--- src/design/vtpy_pkg.sv ---
// Types, constants and constant functions shared by the pitch/yaw pipeline.
`timescale 1ns / 1ps

package vtpy_pkg;

  localparam int CW    = 52;  // CORDIC x/y datapath width
  localparam int AW    = 36;  // angle accumulator width, radians Q32
  localparam int GUARD = 16;  // input scaling into the CORDIC datapath

  localparam logic signed [AW-1:0] PI_Q32         = 36'sd13493037704;
  localparam logic signed [AW-1:0] QUARTER_PI_Q32 = 36'sd3373259426;
  localparam logic [29:0]          RAD2DEG_Q24    = 30'd961263669;

  typedef struct packed {
    logic signed [31:0] dir_x;
    logic signed [31:0] dir_y;
    logic signed [31:0] dir_z;
  } in_t;

  typedef struct packed {
    logic [24:0] pitch_angle;
    logic [24:0] yaw_angle;
  } out_t;

  typedef struct packed {
    logic signed [CW-1:0] a;
    logic signed [CW-1:0] b;
    logic signed [AW-1:0] acc;
  } cordic_t;

  // restoring shift-subtract division, used at elaboration only
  function automatic logic [63:0] udiv64(input logic [63:0] n, input logic [63:0] d);
    logic [64:0] rem;
    logic [63:0] q;
    rem = '0;
    q   = '0;
    for (int b = 63; b >= 0; b--) begin
      rem = {rem[63:0], n[b]};
      if (rem >= {1'b0, d}) begin
        rem  = rem - {1'b0, d};
        q[b] = 1'b1;
      end
    end
    return q;
  endfunction

  // atan(2^-i) in Q32: Taylor series in Q62, then rounded to Q32
  function automatic logic [AW-1:0] atan_q32(input int i);
    logic [63:0] p;
    logic [63:0] s;
    logic [63:0] t;
    logic [63:0] k;
    if (i == 0) begin
      return QUARTER_PI_Q32;
    end
    p = 64'(1) << (62 - i);
    s = '0;
    k = '0;
    while (p != 64'd0) begin
      t = udiv64(p, (k << 1) + 64'd1);
      if (k[0]) begin
        s = s - t;
      end else begin
        s = s + t;
      end
      p = p >> (2 * i);
      k = k + 64'd1;
    end
    return AW'((s + (64'(1) << 29)) >> 30);
  endfunction

endpackage

--- src/design/vtpy_cordic_step.sv ---
// One CORDIC vectoring iteration: rotate toward b = 0 and accumulate the angle.
`timescale 1ns / 1ps

module vtpy_cordic_step #(
  parameter int                                SHIFT = 0,
  parameter logic signed [vtpy_pkg::AW-1:0]    ANGLE = '0
) (
  input  vtpy_pkg::cordic_t cur_i,
  output vtpy_pkg::cordic_t nxt_o
);

  logic signed [vtpy_pkg::CW-1:0] da;
  logic signed [vtpy_pkg::CW-1:0] db;

  assign da = cur_i.b >>> SHIFT;
  assign db = cur_i.a >>> SHIFT;

  always_comb begin
    if (!cur_i.b[vtpy_pkg::CW-1]) begin
      nxt_o.a   = cur_i.a + da;
      nxt_o.b   = cur_i.b - db;
      nxt_o.acc = cur_i.acc + ANGLE;
    end else begin
      nxt_o.a   = cur_i.a - da;
      nxt_o.b   = cur_i.b + db;
      nxt_o.acc = cur_i.acc - ANGLE;
    end
  end

endmodule

--- config.mk ---
export PLATFORM = sky130hd
export DESIGN_NAME = vtpy_cordic_step
export DESIGN_NICKNAME = d
export VERILOG_FILES = /design/src/design/vtpy_pkg.sv /design/src/design/vtpy_cordic_step.sv
export SDC_FILE = /design/constraint.sdc
export NUM_CORES = 1
export LEC_CHECK = 0
export BUFFER_PORTS_ARGS = -buffer_cell sky130_fd_sc_hd__buf_2
export CAP_MARGIN = 10
export CORE_UTILIZATION = 55
export DETAILED_ROUTE_END_ITERATION = 16
export PLACE_DENSITY_LB_ADDON = 0.1
export SLEW_MARGIN = 20
export SYNTH_ARGS = -nofsm -noshare
export SYNTH_HDL_FRONTEND = slang
export SYNTH_SLANG_ARGS = --single-unit
--- constraint.sdc ---
create_clock -name vclk -period 7
set_input_delay 0.35 -clock vclk [all_inputs]
set_output_delay 0.35 -clock vclk [all_outputs]
set_load 0.01 [all_outputs]
==> run summary <==
============================================================================================
Number of antenna violations at the first check in global routing                          0
Die area                                                                          0.0188 mm²
DIE WIDTH                                                                             137 µm
# port buffers                                                                           208
Largest family of logic cells by synthesized area                               compound AO/OA/AOI/OAI gates
Total congestion overflow                                                                  0
Average detailed-routed wire length per instance                                     19.6 µm
Number of nets produced by synthesis                                                    1823
Share of final-layout standard cells stronger than drive strength 1                    0.162
Via Count                                                                              11600
Final max-slew violation count                                                             0
Iteration-0 DRC Markers                                                                 1070
Synth Area in Compound Gates                                                           0.360
Cell Chain, Critical Path                                                       buf_2 > inv_1 > ha_1 > and2_1 > nand3_1 > nor3_1 > nand2_1 > and3_1 > o311ai_0 > a221o_1 > nand3_1 > a2bb2oi_1 > xnor2_1 > buf_2
Count of clock buffers in the final design                                                 0
Maximum number of pins on one net before global-route repair                              68
Count of hold buffers inserted by post-cts repair                                          0
Overall routing resource usage                                                         0.368
Post-synthesis instance total                                                           1511
Seq/Total Area, Yosys                                                                      0
Post-CTS Repair Setup Buffers                                                              0
Adder and majority gate portion of the synthesized area                                0.217
Xor-xnor portion of the synthesized cell area                                         0.0855
Worst hold-check path type                                                            in2out
RSZ-0062 raised after global routing                                                   false
Seq_cells                                                                                  0
Placed Cells                                                                            1843
Total non-filler cell area in the finished layout                                 0.0108 mm²
DRC                                                                                        0
Setup slack after layout                                                             2.54 ns
Number of global-route vias before repair                                              10600
Count of standard-cell rows                                                               49
Gpl congestion                                                                          1.08
Detailed placer's ending HPWL                                                       30200 µm
# nets final                                                                            1928
Boundary Pins                                                                            280
Post-synthesis instance area                                                      0.0100 mm²
Count of max-cap constraint violations                                                     0
Worst EP required                                                                    6.65 ns
Final critical delay including setup and external delays                             4.46 ns
Arr. time, crit path                                                                 4.11 ns
Crit path launch                                                                   cur_i[42]
Placement-stage worst setup slack                                                    2.66 ns
Maximum single-stage delay on the critical path                                      0.86 ns
Power density relative to cell area                                               111 mW/mm²
Actual transition at the worst max-transition pin                                    1.05 ns
Area after DPL                                                                    0.0108 mm²
Starting Density                                                                       0.561
Hold Vio Cnt, Final                                                                        0
Startpoint of the worst hold path                                                  cur_i[12]
Number of iterations in the first detailed-routing pass                                    5
Fin cells                                                                               1845
Setup TNS                                                                               0 ns
Area taken by flip-flops and latches                                                   0 µm²
Global-route wire length before repair                                              55400 µm
Buffers & Inverters on Critical Path                                                       3
Highest ir drop seen on vdd                                                        0.0642 mV
Number of resized instances in the post-cts repair step                                    0
Crit Path Category                                                                    in2out
Antenna Violating Nets Remaining                                                           0
Wire length after detailed routing                                                  36100 µm
Status                                                                          finished clean
Post-DR vias/cell                                                                       6.30
Rel. slew slack                                                                        0.294
Largest delay contributor family on the critical path                           compound AO/OA/AOI/OAI gates
Basic-gate share of the synthesized area counting and, or, nand and nor cells          0.186
Die Height                                                                            137 µm
Count of distinct cell types in the synthesized netlist                                   90
Post-synthesis to final-layout area growth                                             7.59%
Slowest library cell on the worst path                                          sky130_fd_sc_hd__o311ai_0
Sort of element at the start of the critical path                                 input port
Mean area per synthesized cell                                                      6.65 µm²
Largest fanout on the critical path                                                       13
YS warnings                                                                                0
Upper clock frequency limit                                                        0.224 GHz
Setup Viol. Count Final                                                                    0
Share of synthesized area spent on multiplexers                                       0.0319
Final critical-path share of the clock period                                          0.637
Category of the worst setup path capture point                                  primary output
Core Area                                                                         0.0179 mm²
Total leakage power                                                                  5.22 nW
============================================================================================
## area by class of cell
cell class	instances	area, µm²
Fill cell	1793	7100
Multi-Input combinational cell	1239	8830
Tap cell	229	287
Inverter	164	617
Timing Repair Buffer	211	1070
Antenna cell	2	5.00
## cells in the final DEF, fill, tap and decap left out, types with 23 or more instances in the layout
cell                       count
sky130_fd_sc_hd__nor2_1      119
sky130_fd_sc_hd__nor2b_1      23
sky130_fd_sc_hd__nor3_1       26
sky130_fd_sc_hd__mux2i_1      32
sky130_fd_sc_hd__buf_2       207
sky130_fd_sc_hd__nand3_1      31
sky130_fd_sc_hd__o21bai_1     54
sky130_fd_sc_hd__inv_1       157
sky130_fd_sc_hd__nand2_1      88
sky130_fd_sc_hd__xnor2_1      89
sky130_fd_sc_hd__o21ai_0      90
sky130_fd_sc_hd__a21oi_1     209
sky130_fd_sc_hd__ha_1        169
sky130_fd_sc_hd__a21o_1       25
## power by group
part | internal [mW] | leakage, nW | total (mW) | switching (mW)
Combinational | 0.446 | 5.22 | 1.20 | 0.753
Clock | 0.0000000383 | 0.0000127 | 0.0000000383 | 0
Sequential | 0 | 0 | 0 | 0
Total | 0.446 | 5.22 | 1.20 | 0.753
## metrics by stage
stage	utilization	hold slack, ns	total power [mW]
final	0.603	0.700	1.20
after floorplan	-	0.780	0.804
after detailed placement	0.603	0.700	1.17
after global routing	0.603	0.700	1.29
after global placement	0.603	0.700	1.17
after CTS	0.603	0.700	1.17
## cell usage after synthesis, types with 5 or more instances
master	instances	area [µm²]
sky130_fd_sc_hd__a2111oi_0	5	43.8
sky130_fd_sc_hd__a211o_1	10	87.6
sky130_fd_sc_hd__a211oi_1	11	82.6
sky130_fd_sc_hd__a21boi_0	5	37.5
sky130_fd_sc_hd__a21o_1	25	188
sky130_fd_sc_hd__a21oi_1	209	1050
sky130_fd_sc_hd__a221o_1	7	70.1
sky130_fd_sc_hd__a31oi_1	14	87.6
sky130_fd_sc_hd__a41oi_1	5	43.8
sky130_fd_sc_hd__and2_1	7	43.8
sky130_fd_sc_hd__and3_1	9	56.3
sky130_fd_sc_hd__buf_1	22	82.6
sky130_fd_sc_hd__buf_2	20	100
sky130_fd_sc_hd__buf_4	38	285
sky130_fd_sc_hd__clkbuf_1	25	93.8
sky130_fd_sc_hd__ha_1	169	2110
sky130_fd_sc_hd__inv_1	158	593
sky130_fd_sc_hd__mux2i_1	32	320
sky130_fd_sc_hd__nand2_1	88	330
sky130_fd_sc_hd__nand2b_1	12	75.1
sky130_fd_sc_hd__nand3_1	31	155
sky130_fd_sc_hd__nand4_1	21	131
sky130_fd_sc_hd__nor2_1	119	447
sky130_fd_sc_hd__nor2b_1	23	144
sky130_fd_sc_hd__nor3_1	26	130
sky130_fd_sc_hd__nor4_1	16	100
sky130_fd_sc_hd__o211ai_1	13	97.6
sky130_fd_sc_hd__o21a_1	8	60.1
sky130_fd_sc_hd__o21ai_0	90	450
sky130_fd_sc_hd__o21ai_1	15	75.1
sky130_fd_sc_hd__o21bai_1	54	405
sky130_fd_sc_hd__o31a_1	8	70.1
sky130_fd_sc_hd__o31ai_1	17	128
sky130_fd_sc_hd__or2_2	6	37.5
sky130_fd_sc_hd__or3_1	7	43.8
sky130_fd_sc_hd__xnor2_1	89	780
sky130_fd_sc_hd__xor2_1	9	78.8
## metal layers
layer / vias to the layer above / share of wire / track usage
li1: 5536 / - / -
met1: 5294 / 0.43 / 0.504
met2: 697 / 0.45 / 0.613
met3: 89 / 0.088 / 0.0215
met4: 0 / 0.031 / 0.114
met5: - / 0 / 0
## cells by family after synthesis
kind of cell             after synthesis
AO/OA/AOI/OAI                        556
AND/OR/NAND/NOR                      381
buffers and inverters                272
XOR/XNOR                              98
adder cells (fa/ha/maj)              172
multiplexers                          32
## worst paths after layout
kind              cells past startpoint  slack (ns)        end
setup / recovery                     14        2.54  nxt_o[85]
hold / removal                        0        0.70  nxt_o[12]
No activity file was read; power rests on OpenSTA's default activity.
